## src/hw/rtl/fbmc_pkg.sv

```systemverilog
// fbmc_pkg: shared types, constants and decode helpers for the four-bit core.
// Used by every module of the core; depends on nothing.
`default_nettype none

package fbmc_pkg;

  localparam int RAM_WORDS = 128;
  localparam int RAM_AW    = 7;
  localparam int OUT_R_W   = 11;

  localparam logic [3:0] RAM_RESET = 4'hA;

  typedef struct packed {
    logic [7:0] opcode;
    logic [3:0] k_in;
  } in_item_t;

  typedef struct packed {
    logic [10:0] fetch_address;
    logic [10:0] r_lines;
    logic [4:0]  o_lines;
    logic        status;
  } out_item_t;

  // architectural registers other than the R latch
  typedef struct packed {
    logic [3:0] acc;
    logic [3:0] y;
    logic [2:0] x;
    logic       s;
    logic       sl;
    logic [5:0] pc;
    logic [3:0] pa;
    logic [3:0] pb;
    logic       cl;
    logic [5:0] rc;
    logic       ca;
    logic       cb;
    logic       rch;
    logic [4:0] o;
  } cpu_state_t;

  localparam cpu_state_t ST_RESET = '{
    acc: 4'hA, y: 4'hA, x: 3'd2, s: 1'b0, sl: 1'b0, pc: 6'd0,
    pa: 4'hF, pb: 4'hF, cl: 1'b0, rc: 6'd0, ca: 1'b0, cb: 1'b0,
    rch: 1'b0, o: 5'd0
  };

  // RAM port request from the execute logic
  typedef struct packed {
    logic             we;
    logic [RAM_AW-1:0] wa;
    logic [3:0]       wd;
    logic [RAM_AW-1:0] ra;
  } ram_req_t;

  // immediate fields are stored bit-reversed
  function automatic logic [3:0] rev4(input logic [3:0] v);
    rev4 = {v[0], v[1], v[2], v[3]};
  endfunction

  function automatic logic [2:0] rev3(input logic [2:0] v);
    rev3 = {v[0], v[1], v[2]};
  endfunction

  // add-constant table: reversed immediate plus one, wrapping 16 to 0
  function automatic logic [3:0] add_const(input logic [3:0] v);
    add_const = rev4(v) + 4'd1;
  endfunction

  // 4-bit add, carry in bit 4
  function automatic logic [4:0] add4(input logic [3:0] a, input logic [3:0] b);
    add4 = {1'b0, a} + {1'b0, b};
  endfunction

endpackage

`default_nettype wire

```

## src/hw/rtl/fbmc_ram.sv

```systemverilog
// fbmc_ram: 128x4 data RAM, registered read, per-entry valid bits
// (unwritten entries read 0xA) and write-to-read forwarding. Uses fbmc_pkg.
`default_nettype none

module fbmc_ram (
  input  wire logic              clk,
  input  wire logic              rst_n,
  input  wire fbmc_pkg::ram_req_t req,
  output logic [3:0]             rd_data
);
  import fbmc_pkg::*;

  logic [3:0]           mem [RAM_WORDS];
  logic [RAM_WORDS-1:0] vld_r;
  logic [3:0]           mem_q_r;
  logic                 vq_r;
  logic                 fwd_r;
  logic [3:0]           fwd_d_r;

  always_ff @(posedge clk) begin
    if (req.we) begin
      mem[req.wa] <= req.wd;
    end
    mem_q_r <= mem[req.ra];
    fwd_d_r <= req.wd;
  end

  always_ff @(posedge clk) begin
    if (!rst_n) begin
      vld_r <= '0;
      vq_r  <= 1'b0;
      fwd_r <= 1'b0;
    end else begin
      if (req.we) begin
        vld_r[req.wa] <= 1'b1;
      end
      vq_r  <= vld_r[req.ra];
      // same-entry write this cycle: old data comes out of the array
      fwd_r <= req.we && (req.wa == req.ra);
    end
  end

  assign rd_data = fwd_r ? fwd_d_r : (vq_r ? mem_q_r : RAM_RESET);

endmodule

`default_nettype wire

```

## src/hw/rtl/fbmc_exec.sv

```systemverilog
// fbmc_exec: instruction decode and execute, next state and RAM request.
// Uses fbmc_pkg.
`default_nettype none

module fbmc_exec #(
  parameter int R_LINES = 11
) (
  input  wire fbmc_pkg::in_item_t   item,
  input  wire fbmc_pkg::cpu_state_t st,
  input  wire logic [R_LINES-1:0]   r_in,
  input  wire logic [3:0]           m,
  output fbmc_pkg::cpu_state_t      nxt,
  output logic [R_LINES-1:0]        r_nxt,
  output logic                      we,
  output logic [3:0]                wd
);
  import fbmc_pkg::*;

  logic [7:0]         op;
  logic [3:0]         lo;
  logic [3:0]         bitm;
  logic [4:0]         sum;
  logic [R_LINES-1:0] rsel;
  logic [5:0]         pc_inc;

  assign op     = item.opcode;
  assign lo     = op[3:0];
  assign bitm   = 4'b0001 << {op[0], op[1]};
  assign pc_inc = st.pc + 6'd1;

  always_comb begin
    for (int i = 0; i < R_LINES; i++) begin
      rsel[i] = (st.y == 4'(i));
    end
  end

  always_comb begin
    nxt   = st;
    nxt.pc = pc_inc;
    nxt.s  = 1'b1;
    r_nxt = r_in;
    we    = 1'b0;
    wd    = st.acc;
    sum   = '0;
    if (op[7]) begin
      // branch / call, taken on previous status
      if (st.s) begin
        if (op[6]) begin
          if (st.cl) begin
            nxt.pb = st.pa;
          end else begin
            nxt.rch = st.ca;
            nxt.rc  = pc_inc;
            nxt.pb  = st.pa;
            nxt.pa  = st.pb;
            nxt.cl  = 1'b1;
          end
        end else if (!st.cl) begin
          nxt.pa = st.pb;
        end
        nxt.ca = st.cb;
        nxt.pc = op[5:0];
      end
    end else begin
      case (op[6:4])
        3'd7: begin
          if (lo == 4'hF) begin
            nxt.acc = 4'd0;
          end else begin
            sum     = add4(st.acc, add_const(lo));
            nxt.s   = sum[4];
            nxt.acc = sum[3:0];
          end
        end
        3'd6: begin
          we    = 1'b1;
          wd    = rev4(lo);
          nxt.y = st.y + 4'd1;
        end
        3'd5: nxt.s = (st.y != rev4(lo));
        3'd4: nxt.y = rev4(lo);
        3'd3: begin
          case (lo[3:2])
            2'd0: begin
              we = 1'b1;
              wd = m | bitm;
            end
            2'd1: begin
              we = 1'b1;
              wd = m & ~bitm;
            end
            2'd2: nxt.s = ((m & bitm) != 4'd0);
            default: begin
              case (lo[1:0])
                2'd0: begin
                  sum     = {1'b0, m} + {1'b0, ~st.acc} + 5'd1;
                  nxt.s   = sum[4];
                  nxt.acc = sum[3:0];
                end
                2'd1: begin
                  nxt.s   = (st.acc == 4'd0);
                  nxt.acc = 4'd0 - st.acc;
                end
                2'd2: begin
                  sum     = add4(m, 4'd1);
                  nxt.s   = sum[4];
                  nxt.acc = sum[3:0];
                end
                default: nxt.s = (m != 4'd0);
              endcase
            end
          endcase
        end
        3'd2: begin
          if (lo[3]) begin
            nxt.x = rev3(lo[2:0]);
          end else begin
            case (lo[2:0])
              3'd0: nxt.y = st.acc;
              3'd1: nxt.acc = m;
              3'd2: nxt.y = m;
              3'd3: nxt.acc = st.y;
              3'd4: begin
                we    = 1'b1;
                nxt.s = (st.y != 4'd0);
                nxt.y = st.y - 4'd1;
              end
              3'd5: begin
                we    = 1'b1;
                nxt.s = (st.y == 4'hF);
                nxt.y = st.y + 4'd1;
              end
              3'd6: begin
                we      = 1'b1;
                nxt.acc = 4'd0;
              end
              default: we = 1'b1;
            endcase
          end
        end
        3'd1: nxt.pb = rev4(lo);
        default: begin
          case (lo)
            4'h0: nxt.s = (m != st.acc);
            4'h1: nxt.s = (m >= st.acc);
            4'h2: begin
              nxt.s  = (st.acc != st.y);
              nxt.sl = (st.acc != st.y);
            end
            4'h3: begin
              we      = 1'b1;
              nxt.acc = m;
            end
            4'h4: begin
              sum   = add4(st.y, 4'hF);
              nxt.s = sum[4];
              nxt.y = sum[3:0];
            end
            4'h5: begin
              sum   = add4(st.y, 4'd1);
              nxt.s = sum[4];
              nxt.y = sum[3:0];
            end
            4'h6: begin
              sum     = add4(st.acc, m);
              nxt.s   = sum[4];
              nxt.acc = sum[3:0];
            end
            4'h7: begin
              sum     = add4(m, 4'hF);
              nxt.s   = sum[4];
              nxt.acc = sum[3:0];
            end
            4'h8: nxt.acc = item.k_in;
            4'h9: nxt.x = st.x ^ 3'd4;
            4'hA: nxt.o = {st.sl, st.acc};
            4'hB: nxt.cb = ~st.cb;
            4'hC: begin
              if (!st.x[2]) begin
                r_nxt = r_in & ~rsel;
              end
            end
            4'hD: begin
              if (!st.x[2]) begin
                r_nxt = r_in | rsel;
              end
            end
            4'hE: nxt.s = (item.k_in != 4'd0);
            default: begin
              nxt.pa = st.pb;
              if (st.cl) begin
                nxt.ca = st.rch;
                nxt.pc = st.rc;
                nxt.cl = 1'b0;
              end
            end
          endcase
        end
      endcase
    end
  end

endmodule

`default_nettype wire

```

## src/hw/rtl/fbmc_obuf.sv

```systemverilog
// fbmc_obuf: result output register plus one skid entry.
// Uses fbmc_pkg.
`default_nettype none

module fbmc_obuf (
  input  wire logic                clk,
  input  wire logic                rst_n,
  input  wire logic                push,
  input  wire fbmc_pkg::out_item_t push_data,
  output logic                     ready,
  output logic                     out_valid,
  input  wire logic                out_ready,
  output fbmc_pkg::out_item_t      out_data
);
  import fbmc_pkg::*;

  logic      out_v_r;
  logic      skid_v_r;
  out_item_t out_d_r;
  out_item_t skid_d_r;

  assign ready     = !skid_v_r;
  assign out_valid = out_v_r;
  assign out_data  = out_d_r;

  always_ff @(posedge clk) begin
    if (!rst_n) begin
      out_v_r  <= 1'b0;
      skid_v_r <= 1'b0;
    end else if (!out_v_r || out_ready) begin
      if (skid_v_r) begin
        out_v_r  <= 1'b1;
        skid_v_r <= 1'b0;
      end else begin
        out_v_r <= push;
      end
    end else if (push) begin
      skid_v_r <= 1'b1;
    end
  end

  always_ff @(posedge clk) begin
    if (!out_v_r || out_ready) begin
      if (skid_v_r) begin
        out_d_r <= skid_d_r;
      end else if (push) begin
        out_d_r <= push_data;
      end
    end else if (push) begin
      skid_d_r <= push_data;
    end
  end

endmodule

`default_nettype wire

```

## src/hw/rtl/four_bit_microcontroller_core.sv

```systemverilog
// four_bit_microcontroller_core: top level of the four-bit microcontroller core.
// Depends on fbmc_pkg, fbmc_ram, fbmc_exec and fbmc_obuf.
//
// Usage
//   in_*  : one request per instruction: opcode fetched at the last reported
//           fetch address, plus the K lines sampled for it.
//   out_* : one result per request: next fetch address, R lines, O lines and
//           status, in request order.
//   A result is registered in the output register, or in the skid entry
//   while the receiver stalls. Throughput: one instruction per cycle while
//   in_ready is high, set by the single read-modify-write pass over the data
//   RAM; the next instruction's RAM read is issued with the address this one leaves.
//   Reset (rst_n low, synchronous): registers take their power-on values,
//   RAM valid bits clear so every RAM word reads 0xA until written; no
//   clearing pass, requests are taken as soon as reset is released.
//   Receiver stall: one further result is held in a skid entry; in_ready
//   then drops until out_ready drains it.
`default_nettype none

module four_bit_microcontroller_core #(
  parameter int R_LINES = 11
) (
  input  wire logic                clk,
  input  wire logic                rst_n,
  input  wire logic                in_valid,
  output logic                     in_ready,
  input  wire fbmc_pkg::in_item_t  in_data,
  output logic                     out_valid,
  input  wire logic                out_ready,
  output fbmc_pkg::out_item_t      out_data
);
  import fbmc_pkg::*;

  cpu_state_t         st_r;
  cpu_state_t         st_nxt;
  cpu_state_t         ex_nxt;
  logic [R_LINES-1:0] r_lat_r;
  logic [R_LINES-1:0] r_lat_nxt;
  logic [R_LINES-1:0] ex_r_nxt;
  logic               ex_we;
  logic [3:0]         ex_wd;
  logic [3:0]         ram_m;
  logic               accept;
  ram_req_t           ram_req;
  out_item_t          res;
  logic [OUT_R_W-1:0] r_view;

  assign accept = in_valid && in_ready;

  fbmc_exec #(.R_LINES(R_LINES)) u_exec (
    .item  (in_data),
    .st    (st_r),
    .r_in  (r_lat_r),
    .m     (ram_m),
    .nxt   (ex_nxt),
    .r_nxt (ex_r_nxt),
    .we    (ex_we),
    .wd    (ex_wd)
  );

  assign st_nxt    = accept ? ex_nxt : st_r;
  assign r_lat_nxt = accept ? ex_r_nxt : r_lat_r;

  // write at this instruction's X/Y, read ahead at the X/Y it leaves
  always_comb begin
    ram_req.we = accept && ex_we;
    ram_req.wa = {st_r.x, st_r.y};
    ram_req.wd = ex_wd;
    ram_req.ra = {st_nxt.x, st_nxt.y};
  end

  fbmc_ram u_ram (
    .clk     (clk),
    .rst_n   (rst_n),
    .req     (ram_req),
    .rd_data (ram_m)
  );

  always_ff @(posedge clk) begin
    if (!rst_n) begin
      st_r    <= ST_RESET;
      r_lat_r <= '0;
    end else begin
      st_r    <= st_nxt;
      r_lat_r <= r_lat_nxt;
    end
  end

  // R field shows the low lines of the latch, zero above the latch width
  generate
    if (R_LINES > OUT_R_W) begin : g_r_wide
      assign r_view = ex_r_nxt[OUT_R_W-1:0];
    end else if (R_LINES == OUT_R_W) begin : g_r_same
      assign r_view = ex_r_nxt;
    end else begin : g_r_narrow
      assign r_view = {{(OUT_R_W-R_LINES){1'b0}}, ex_r_nxt};
    end
  endgenerate

  always_comb begin
    res.fetch_address = {ex_nxt.ca, ex_nxt.pa, ex_nxt.pc};
    res.r_lines       = r_view;
    res.o_lines       = ex_nxt.o;
    res.status        = ex_nxt.s;
  end

  fbmc_obuf u_obuf (
    .clk       (clk),
    .rst_n     (rst_n),
    .push      (accept),
    .push_data (res),
    .ready     (in_ready),
    .out_valid (out_valid),
    .out_ready (out_ready),
    .out_data  (out_data)
  );

endmodule

`default_nettype wire

```

## config.mk

```make
export PLATFORM = sky130hd
export DESIGN_NAME = four_bit_microcontroller_core
export DESIGN_NICKNAME = d
export VERILOG_FILES = /design/src/hw/rtl/fbmc_pkg.sv /design/src/hw/rtl/fbmc_ram.sv /design/src/hw/rtl/fbmc_exec.sv /design/src/hw/rtl/fbmc_obuf.sv /design/src/hw/rtl/four_bit_microcontroller_core.sv
export SDC_FILE = /design/constraint.sdc
export NUM_CORES = 1
export LEC_CHECK = 0
export BUFFER_PORTS_ARGS = -buffer_cell sky130_fd_sc_hd__buf_2
export CORE_ASPECT_RATIO = 2
export CORE_MARGIN = 1.5
export CORE_UTILIZATION = 47
export CTS_CLUSTER_SIZE = 30
export DETAILED_ROUTE_END_ITERATION = 16
export SLEW_MARGIN = 5
export SYNTH_ARGS = -nofsm -noshare
export SYNTH_HDL_FRONTEND = slang
export SYNTH_SLANG_ARGS = --single-unit
```

## constraint.sdc

```tcl
create_clock -name clk -period 15.9 [get_ports clk]
set_input_delay 2.385 -clock clk [delete_from_list [all_inputs] [get_ports clk]]
set_output_delay 2.385 -clock clk [all_outputs]
set_load 0.03 [all_outputs]
```

# Word level (Yosys, flattened, before mapping)

Memories as Yosys holds them, arrays and structs flattened. A register that Yosys moved wholly into a read port is not among the register bits.
Cells that the tools add are included.

Add/subtract/negate cells: 13
Order comparisons: 4
Eq/ne operators: 55
Shifts and indexed selects: 1
Multiplexer cells: 72
Bitwise operators: 17
Reductions and logical operators: 40

Operators with widths:

| cell                 | number |
|---|---|
| $or A128 B128 Y128   | 1 |
| $mux W11             | 6 |
| $pmux W4 S4          | 4 |
| $mux W28             | 2 |
| $eq A4 B4 Y1 const B | 12 |
| $mux W38             | 1 |
| $eq A4 B3 Y1 const B | 8 |
| $mux W4              | 7 |
| $pmux W4 S2          | 3 |
| $pmux W4 S3          | 2 |
| $mux W1              | 23 |
| $mux W22             | 1 |
| $pmux W11 S2         | 1 |
| $eq A3 B3 Y1 const B | 7 |
| $mux W6              | 3 |
| $eq A4 B2 Y1 const B | 4 |
| $lt A7 B8 Y1 const B | 2 |
| $reduce_and A4 Y1    | 4 |
| $reduce_bool A4 Y1   | 4 |
| $reduce_or A4 Y1     | 4 |
| $add A4 B4 Y5        | 3 |
| $mux W15             | 1 |
| $mux W5              | 3 |
| $reduce_or A15 Y1    | 1 |
| other kinds (55)     | 95 |

Flip-flop bits (word level): 245
RAM bits: 512
Output and inout bits: 30
Word-level logic and storage cells: 232
Memories: 1

Memories:

| memory    | depth | width | read ports | clocked after memory_dff | write ports | RTL line       | text |
|---|---|---|---|---|---|---|---|
| u_ram.mem | 128   | 4     | 1          | 1                        | 1           | fbmc_ram.sv:13 | `logic [3:0] mem [RAM_WORDS];` |

# Depth between registers and ports, before layout

Gate-level depths: netlist of run 1.

Depth after elaboration: 11
Mapped depth: 19
Gate-level depth less buffers: 15

# By module

Synthesis of run 1 repeated with hierarchy kept, for this count alone.

Cells, all modules: 2458
Area, all modules: 32771.4 um^2

Modules (own cells, without submodules):

| module                        | times used | cells an instance | area an instance (um^2) |
|---|---|---|---|
| fbmc_ram                      | 1          | 1606              | 25333.0 |
| fbmc_exec                     | 1          | 506               | 3226.8 |
| fbmc_obuf                     | 1          | 96                | 2112.0 |
| four_bit_microcontroller_core | 1          | 250               | 2099.5 |

# Least setup slack after synthesis of run 1

No wires, ideal clock.

Path kind: input to register
Start point: input in_data[5] in the netlist's numbering
End point: memory u_ram.mem[0][0], data pin
Data arrival time: 8.711 ns
Slack: 5.985 ns
Cell stages on the path: 9
Buffers on the path: 3
Path through: buf_2 > inv_1 > ha_1 > buf_2 > buf_1 > nor2_1 > o21ai_0 > a22oi_1 > o21ai_0

Cells in the longest elaborated chain, start to end: 6
Elaborated cells on any way between the ends: 7
Those cells by class: shift (1); mux (3); bitwise (3)

RTL lines:

| item              | RTL line                            | text |
|---|---|---|
| from (decl)       | four_bit_microcontroller_core.sv:27 | `input wire fbmc_pkg::in_item_t in_data,` |
| $shl A1 B2 Y4 (*) | fbmc_exec.sv:28                     | `assign bitm = 4'b0001 << {op[0], op[1]};` |
| $not A4 Y4        | fbmc_exec.sv:90                     | `wd = m & ~bitm;` |
| $and A4 B4 Y4     | fbmc_exec.sv:90                     |  |
| $pmux W4 S2 (*)   | fbmc_exec.sv:83                     | `case (lo[3:2])` |
| $pmux W4 S2 (*)   | fbmc_exec.sv:65                     | `case (op[6:4])` |
| $mux W4 (*)       | fbmc_exec.sv:45                     | `if (op[7]) begin` |
| net ex_wd[0]      | four_bit_microcontroller_core.sv:41 | `logic [3:0] ex_wd;` |
| to (decl)         | fbmc_ram.sv:13                      |  |

The timed path passes the listed nets; every way through them passes the cells marked *.

# Final worst setup path of run 1

Start point: input in_data[5] in the netlist's numbering
End point: register u_ram.mem_q_r[2] (read register of u_ram.mem)

Cells in the longest elaborated chain, start to end: 6
Elaborated cells on any way between the ends: 16
Those cells by class: eq/ne (6); mux (9); reduce/logical (1)

RTL lines:

| item                                 | RTL line                            | text |
|---|---|---|
| $eq A3 B3 Y1 (tied with other cells) | fbmc_exec.sv:118                    | `case (lo[2:0])` |
| $pmux W4 S4                          | fbmc_exec.sv:118                    |  |
| $mux W8                              | fbmc_exec.sv:115                    | `if (lo[3]) begin` |
| $pmux W4 S4                          | fbmc_exec.sv:65                     |  |
| $mux W9 (*)                          | fbmc_exec.sv:45                     |  |
| $mux W38 (*)                         | four_bit_microcontroller_core.sv:61 | `assign st_nxt = accept ? ex_nxt : st_r;` |
| to (decl)                            | fbmc_ram.sv:15                      | `logic [3:0] mem_q_r;` |

Every way passes the cells marked *; elsewhere a longest branch is shown, timed or not. The select of a mux whose other input is x is not followed.
A chain may end at the register's enable or synchronous reset.

==> load_flow_metrics.sql, run 1 <==
INSERT INTO impl_metrics (metric_group, metric, value, unit) VALUES
('run_status', 'status', 'completed', ''),
('die', 'fp-row-count', '138', ''),
('clock_tree', 'postCtsResizedCells', '0', ''),
('placed_design', 'gp_congestion', '1.05', ''),
('sta', 'relative_slew_slack', '0.197', ''),
('die', 'die-area', '0.0728', 'sq mm'),
('sta', 'maxClockFrequency', '128', 'MHz'),
('drt', 'routed-via-count', '24089', ''),
('drt', 'final_antenna_net_count', '0', ''),
('synth', 'synth_top_cells_by_area', 'sky130_fd_sc_hd__edfxtp_1 (51%), sky130_fd_sc_hd__dfxtp_1 (12%), sky130_fd_sc_hd__nand2_1 (6.2%), sky130_fd_sc_hd__nor2_1 (3.5%), sky130_fd_sc_hd__nand3_1 (3.2%)', ''),
('pwr', 'power_density', '118', 'mW/mm^2'),
('placed_design', 'port_buffers', '45', ''),
('pwr', 'p_leak', '12.9', 'nW'),
('synth', 'yosys.cell_count.top_type', 'sky130_fd_sc_hd__edfxtp_1', ''),
('grt', 'grt_pass1_wl', '159', 'mm'),
('critical_path', 'arrival', '8.31', 'ns'),
('synth', 'top_cells_by_count_synth', 'sky130_fd_sc_hd__edfxtp_1 (568), sky130_fd_sc_hd__nand2_1 (554), sky130_fd_sc_hd__nor2_1 (310), sky130_fd_sc_hd__nand3_1 (213), sky130_fd_sc_hd__dfxtp_1 (193)', ''),
('critical_path', 'critPathMaxFanout', '138', ''),
('sta', 'maxSlewViolCount', '0', ''),
('sta', 'worst_clock_skew', '0.0312', 'ns'),
('sta', 'hold_violation_total_from_the_final_report', '0', ''),
('clock_tree', 'root_buffer', 'sky130_fd_sc_hd__clkbuf_16', ''),
('finish', 'antennaDiodeCount', '0', ''),
('placed_design', 'place_ws', '7.73', 'ns'),
('grt', 'grt_antenna_before_repair', '3', ''),
('sta', 'final.setup.tns', '0', 'ns'),
('drt', 'route.detailed.drc', '0', ''),
('synth', 'synth_top_flop_cell', 'sky130_fd_sc_hd__edfxtp_1', ''),
('critical_path', 'cp-end-kind', 'flip-flop', ''),
('die', 'fp.dieH', '380', 'um'),
('clock_tree', 'htree_num_levels', '3', ''),
('critical_path', 'worst_ep_required_time', '16.37', 'ns'),
('clock_tree', 'worst_skew_pair.late_latency', '0.64', 'ns'),
('synth', 'synth.largest_area_cell', 'sky130_fd_sc_hd__edfxtp_1', ''),
('die', 'ioPinCount', '46', ''),
('critical_path', 'timing.setup.critical_path_class', 'in2reg', ''),
('grt', 'grt_pass1_vias', '24250', ''),
('die', 'die_w', '192', 'um'),
('finish', 'area_delta_synth_final', '9.52', '%'),
('drt', 'detail_route.wirelength', '110', 'mm'),
('clock_tree', 'clock-sinks', '761', ''),
('finish', 'fill_cells', '6125', ''),
('synth', 'synth_cell_type_count', '88', ''),
('sta', 'final_period_minus_worst_setup_slack', '7.84', 'ns'),
('synth', 'post_synth.cell_area_avg', '11.3', 'sq um'),
('synth', 'synth_edf_count', '568', ''),
('clock_tree', 'cts_hold_buf', '0', ''),
('drt', 'drt_first_iter_violations', '2077', ''),
('clock_tree', 'clk_path_buf_depth', '3', ''),
('synth', 'synth_sequential_area_ratio', '0.626', ''),
('pwr', 'post-layout-total-power', '4.34', 'mW'),
('synth', 'async_sr_flop_fraction', '0', ''),
('clock_tree', 'post_cts.repair.setup_buffers', '0', ''),
('synth', 'yosysWarnings', '0', ''),
('die', 'floorplan.core_area', '0.0706', 'sq mm'),
('synth', 'synth_fp_nets', '3014', ''),
('sta', 'max_slew.worst_pin.slew', '1.20', 'ns'),
('drt', 'drt_pass1_iterations', '7', ''),
('synth', 'synth_top_area_share', '0.510', ''),
('synth', 'yosys_register_bits', '761', ''),
('grt', 'grt.total_usage', '0.303', ''),
('drt', 'average_routed_wire_per_standard_cell', '28.1', 'um'),
('grt', 'grt_max_degree', '139', ''),
('finish', 'drive_above_1_share', '0.102', ''),
('drt', 'via_density', '6.17', ''),
('placed_design', 'hpwlAfterDp', '74.2', 'mm'),
('min_path', 'hold_path.class', 'reg2reg', ''),
('synth', 'netlist_area', '0.0334', 'sq mm'),
('finish', 'final_net_count', '2991', ''),
('clock_tree', 'tritoncts', 'done', ''),
('job', 'drv.max_cap_violation_count', '0', ''),
('die', 'initial_utilization', '0.473', ''),
('sta', 'timing.final.setup_violations', '0', ''),
('clock_tree', 'numCtsBuffers', '67', ''),
('pwr', 'irDropWorstVdd', '0.0000883', 'V'),
('synth', 'synth_cells', '2965', ''),
('critical_path', 'worstSetupStartpointType', 'input pin', ''),
('sta', 'setup_slack', '8.06', 'ns'),
('sta', 'grt_setup_unrepaired', 'false', ''),
('grt', 'globalRoute.totalOverflow', '0', ''),
('clock_tree', 'cts.reportedPaths.clkPinSlew', '0.07', 'ns'),
('sta', 'post-route-period-util', '0.493', '');
logic make-up (layout without fill, tap and decap cells):
kind of cell | Yosys count | in the layout | synth area share
AO/OA/AOI/OAI | 470 | 470 | 0.0949
XOR/XNOR | 28 | 28 | 0.00734
multiplexers | 156 | 156 | 0.0564
flip-flops | 761 | 761 | 0.626
AND/OR/NAND/NOR | 1287 | 1287 | 0.169
buffers and inverters | 230 | 261 | 0.0336
adder cells (fa/ha/maj) | 33 | 33 | 0.0130
final cells by class:
type	instances	area, sq um	share of cell area
clock buffer	91	1890	0.0516
inverter	38	143	0.00390
multi-input combinational	1974	11500	0.314
sequential	761	20900	0.571
timing repair buffer	100	653	0.0178
tap	910	1140	0.0311
clock inverter	32	392	0.0107
layout by cell type, fill, tap and decap left out, types with 28 or more instances in the layout:
cell	count
sky130_fd_sc_hd__a21oi_1	93
sky130_fd_sc_hd__a31oi_1	28
sky130_fd_sc_hd__and3_1	38
sky130_fd_sc_hd__buf_2	44
sky130_fd_sc_hd__buf_4	55
sky130_fd_sc_hd__clkbuf_16	68
sky130_fd_sc_hd__dfxtp_1	193
sky130_fd_sc_hd__edfxtp_1	568
sky130_fd_sc_hd__ha_1	30
sky130_fd_sc_hd__inv_1	35
sky130_fd_sc_hd__mux2_2	38
sky130_fd_sc_hd__mux2i_1	96
sky130_fd_sc_hd__nand2_1	553
sky130_fd_sc_hd__nand3_1	213
sky130_fd_sc_hd__nand4_1	30
sky130_fd_sc_hd__nor2_1	309
sky130_fd_sc_hd__nor3_1	40
sky130_fd_sc_hd__o21a_1	93
sky130_fd_sc_hd__o21ai_0	76
worst max-delay path, cell delays in order:
cell                        delay (ns)
sky130_fd_sc_hd__buf_2            0.21
sky130_fd_sc_hd__inv_1            0.18
sky130_fd_sc_hd__ha_1             0.82
sky130_fd_sc_hd__o21ai_0          0.43
sky130_fd_sc_hd__o32a_2           0.51
sky130_fd_sc_hd__o21ai_4          0.06
sky130_fd_sc_hd__buf_4            0.66
sky130_fd_sc_hd__buf_12           0.60
sky130_fd_sc_hd__mux4_2           0.63
sky130_fd_sc_hd__o2111ai_1        0.95
sky130_fd_sc_hd__o211ai_1         0.25
sky130_fd_sc_hd__nor4_1           0.30
sky130_fd_sc_hd__a41oi_1          0.11
layer usage:
metal / vias to the layer above / global-route usage / wire, um
li1: 10675 / - / -
met3: 427 / 0.0567 / 7010
met4: 4 / 0.265 / 11500
met5: - / 0 / 26
met2: 1100 / 0.533 / 56200
met1: 11883 / 0.301 / 35100
where the power goes:
group	total, mW	internal [mW]	switching (mW)
logic	0.456	0.127	0.329
clock network	1.70	0.958	0.743
registers	2.18	2.16	0.0200
total	4.34	3.24	1.09
per-stage QoR:
stage,hold WS (ns),utilization,cells,instance area [sq um]
floorplan,0.432,-,2965,33400
global placement,0.446,0.486,3781,34300
detailed placement,0.453,0.486,3782,34300
CTS,0.468,0.518,3905,36600
global route,0.480,0.518,3906,36600
finish,0.465,0.518,3906,36600
flip-flops by register name (all words and copies together) (netlist names), 4 cells and up:
register         flops
st_r                35
u_ram.vld_r        128
u_ram.mem_q_r        4
u_ram.mem          512
ram_req              7
r_lat_r             11
u_obuf.out_data     28
u_ram.fwd_d_r        4
u_obuf.skid_d_r     28
final timing paths:
| path | start | endpoint | slack [ns] | depth (start not counted) |
|---|---|---|---|---|
| setup / recovery | in_data[5] | u_ram.mem_q_r[2]$_DFF_P_ | 8.06 | 13 |
| hold / removal | u_ram.vld_r[44]$_SDFFE_PN0P_ | u_ram.vld_r[44]$_SDFFE_PN0P_ | 0.46 | 1 |
| setup reg to reg | ram_req[11]$_SDFF_PN0_ | u_ram.mem_q_r[3]$_DFF_P_ | 10.30 | 15 |
| hold reg to reg | u_ram.vld_r[44]$_SDFFE_PN0P_ | u_ram.vld_r[44]$_SDFFE_PN0P_ | 0.46 | 1 |
Power figures use the tool's default switching activity.
==> run 2: changes to the inputs <==
==> constraint.sdc (replaced) <==
create_clock -name clk -period 8.1 [get_ports clk]
set_input_delay 1.215 -clock clk [delete_from_list [all_inputs] [get_ports clk]]
set_output_delay 1.215 -clock clk [all_outputs]
set_load 0.03 [all_outputs]
==> load_flow_metrics.sql, run 2 (same netlist as run 1, synthesis figures left out) <==
INSERT INTO impl_metrics (metric_group, metric, value, unit) VALUES
('finish', 'fin_area', '0.0366', 'sq mm'),
('placed_design', 'port_buffers', '45', ''),
('sta', 'final_period_minus_worst_setup_slack', '6.12', 'ns'),
('die', 'die-area', '0.0728', 'sq mm'),
('critical_path', 'critPathMaxFanout', '102', ''),
('critical_path', 'critical_path_buf_inv_count', '3', ''),
('clock_tree', 'worst_skew_pair.late_latency', '0.65', 'ns'),
('clock_tree', 'post_cts.repair.setup_buffers', '0', ''),
('clock_tree', 'clk_path_buf_depth', '3', ''),
('sta', 'maxSlewViolCount', '0', ''),
('sta', 'maxClockFrequency', '163', 'MHz'),
('finish', 'non_filler_cells_final', '3917', ''),
('critical_path', 'timing.setup.critical_path_class', 'in2reg', ''),
('placed_design', 'detailed_place.area', '0.0344', 'sq mm'),
('finish', 'final_net_count', '2997', ''),
('drt', 'drt_pass1_iterations', '6', ''),
('critical_path', 'worstSetupStartpointType', 'input pin', ''),
('die', 'initial_utilization', '0.473', ''),
('critical_path', 'worst_r2r_path_depth', '12', ''),
('finish', 'largest_register_ff_count', '512', ''),
('min_path', 'hold-path-cell-count', '1', ''),
('clock_tree', 'numCtsBuffers', '67', ''),
('critical_path', 'crit-reg2reg-capture', 'u_ram.mem_q_r[0]$_DFF_P_', ''),
('min_path', 'worstHoldStart', 'u_ram.vld_r[52]$_SDFFE_PN0P_', ''),
('grt', 'grt_pass1_vias', '24136', ''),
('clock_tree', 'cts.reportedPaths.clkPinSlew', '0.07', 'ns'),
('min_path', 'hold_path.class', 'reg2reg', ''),
('drt', 'final_antenna_net_count', '0', ''),
('finish', 'top_register', 'u_ram.mem', ''),
('sta', 'grt_setup_unrepaired', 'false', ''),
('critical_path', 'cp-end-kind', 'flip-flop', ''),
('pwr', 'post-layout-total-power', '8.45', 'mW'),
('clock_tree', 'clock-sinks', '761', ''),
('critical_path', 'crit_family', 'compound AO/OA/AOI/OAI gates', ''),
('grt', 'globalRoute.totalOverflow', '0', ''),
('pwr', 'irDropWorstVdd', '0.000180', 'V'),
('clock_tree', 'root_buffer', 'sky130_fd_sc_hd__clkbuf_16', ''),
('die', 'fp-row-count', '138', ''),
('job', 'drv.max_cap_violation_count', '0', ''),
('sta', 'worst_hold_slack', '0.463', 'ns'),
('grt', 'grt_antenna_before_repair', '4', ''),
('critical_path', 'timing.critical_path.from', 'in_data[5]', ''),
('drt', 'detail_route.wirelength', '114', 'mm'),
('sta', 'final.setup.tns', '0', 'ns'),
('drt', 'drt_first_iter_violations', '2543', ''),
('pwr', 'p_leak', '12.9', 'nW'),
('grt', 'grt_pass1_wl', '164', 'mm'),
('drt', 'via_density', '6.27', ''),
('clock_tree', 'cts_hold_buf', '0', ''),
('drt', 'average_routed_wire_per_standard_cell', '29.0', 'um'),
('sta', 'post-route-period-util', '0.756', ''),
('critical_path', 'crit_cells', '15', ''),
('critical_path', 'worst_ep_required_time', '8.57', 'ns'),
('pwr', 'power_density', '231', 'mW/mm^2'),
('placed_design', 'gp_congestion', '1.14', ''),
('critical_path', 'cpPeakStageDelay', '1.03', 'ns'),
('critical_path', 'crit_path_end', 'u_ram.mem_q_r[0]$_DFF_P_', ''),
('critical_path', 'reg2reg_setup_slack', '2.47', 'ns'),
('critical_path', 'critPathSlowestCell', 'sky130_fd_sc_hd__a2111oi_0', ''),
('die', 'ioPinCount', '46', ''),
('finish', 'drive_above_1_share', '0.0999', ''),
('grt', 'grt_max_degree', '122', ''),
('drt', 'routed-via-count', '24551', ''),
('drt', 'route.detailed.drc', '0', ''),
('finish', 'area_delta_synth_final', '9.38', '%'),
('grt', 'grt.total_usage', '0.315', ''),
('clock_tree', 'tritoncts', 'done', ''),
('finish', 'fill_cells', '6136', ''),
('clock_tree', 'htree_num_levels', '3', ''),
('sta', 'hold_violation_total_from_the_final_report', '0', ''),
('die', 'die_w', '192', 'um'),
('finish', 'most_frequent_cells_in_the_layout', 'sky130_fd_sc_hd__edfxtp_1 (568), sky130_fd_sc_hd__nand2_1 (553), sky130_fd_sc_hd__nor2_1 (309)', ''),
('sta', 'timing.final.setup_violations', '0', ''),
('critical_path', 'reg2reg_from', 'ram_req[13]$_SDFF_PN0_', ''),
('critical_path', 'arrival', '6.59', 'ns'),
('sta', 'max_slew.worst_pin.slew', '1.31', 'ns'),
('run_status', 'status', 'completed', ''),
('clock_tree', 'postCtsResizedCells', '0', ''),
('die', 'floorplan.core_area', '0.0706', 'sq mm'),
('sta', 'relative_slew_slack', '0.123', ''),
('critical_path', 'cp_common_cell', 'sky130_fd_sc_hd__mux2i_1', ''),
('critical_path', 'critical_path.cell_chain', 'buf_2 > inv_1 > ha_1 > a211oi_1 > o221ai_1 > o221a_2 > o21ai_4 > buf_12 > mux2i_1 > mux2i_1 > o22a_1 > nand4_1 > o211ai_1 > a2111oi_0 > a31oi_1', ''),
('sta', 'worst_clock_skew', '0.0291', 'ns'),
('placed_design', 'hpwlAfterDp', '76.6', 'mm'),
('finish', 'top_flop_regs', 'u_ram.mem: 512 flops, u_ram.vld_r: 128 flops, st_r: 35 flops', ''),
('finish', 'layout.cells.most_common', 'sky130_fd_sc_hd__edfxtp_1', ''),
('finish', 'seq_area', '0.0209', 'sq mm'),
('placed_design', 'dpl.cell_count', '3789', ''),
('finish', 'multiInputGateArea', '0.0115', 'sq mm'),
('die', 'fp.dieH', '380', 'um');
==> run 2: cell count changes in the layout (fill, tap and decap cells not counted), sizes merged <==
cell and delta:
buf +6, clkinv +4, diode +4, clkbuf +4, clkinvlp -1, inv -3, bufinv -3
==> run 2: cell type report <==
type                            instances  share of cell area
Multi-Input combinational cell       1974               0.313
Sequential cell                       761               0.572
Clock inverter                         29             0.00784
Timing Repair Buffer                  106              0.0198
Tap cell                              910              0.0311
Antenna cell                            4            0.000274
Clock buffer                           95              0.0516
Inverter                               38             0.00390
==> run 2: power by group <==
| part | total [mW] | leakage (nW) | internal [mW] | switching [mW] |
|---|---|---|---|---|
| clock network | 3.24 | 1.05 | 1.77 | 1.47 |
| registers | 4.27 | 6.64 | 4.24 | 0.0271 |
| logic | 0.948 | 5.17 | 0.256 | 0.692 |
==> run 2: worst min path at each step <==
| stage | to | slack, ns |
|---|---|---|
| 2_1_floorplan | u_ram.vld_r[3]$_SDFFE_PN0P_ | 0.43 |
| 3_3_place_gp | u_ram.vld_r[3]$_SDFFE_PN0P_ | 0.44 |
| 3_5_place_dp | u_ram.vld_r[48]$_SDFFE_PN0P_ | 0.45 |
| 4_1_cts | u_ram.vld_r[62]$_SDFFE_PN0P_ | 0.47 |
| 5_1_grt | u_ram.vld_r[0]$_SDFFE_PN0P_ | 0.48 |
| 6_report | u_ram.vld_r[52]$_SDFFE_PN0P_ | 0.46 |
==> run 2: layer usage <==
| layer | wire length [um] | vias to the layer above | track usage |
|---|---|---|---|
| met4 | 11400 | 2 | 0.277 |
| met5 | 50 | - | 0.00549 |
| li1 | - | 10688 | - |
| met1 | 36100 | 12067 | 0.318 |
| met3 | 9150 | 483 | 0.0794 |
| met2 | 57000 | 1311 | 0.532 |
==> run 2: per-stage QoR <==
stage | util | worst slack, ns
floorplan | - | 1.56
global placement | 0.487 | 1.64
detailed placement | 0.487 | 1.53
global route | 0.518 | 1.91
CTS | 0.518 | 2.18
finish | 0.518 | 1.98
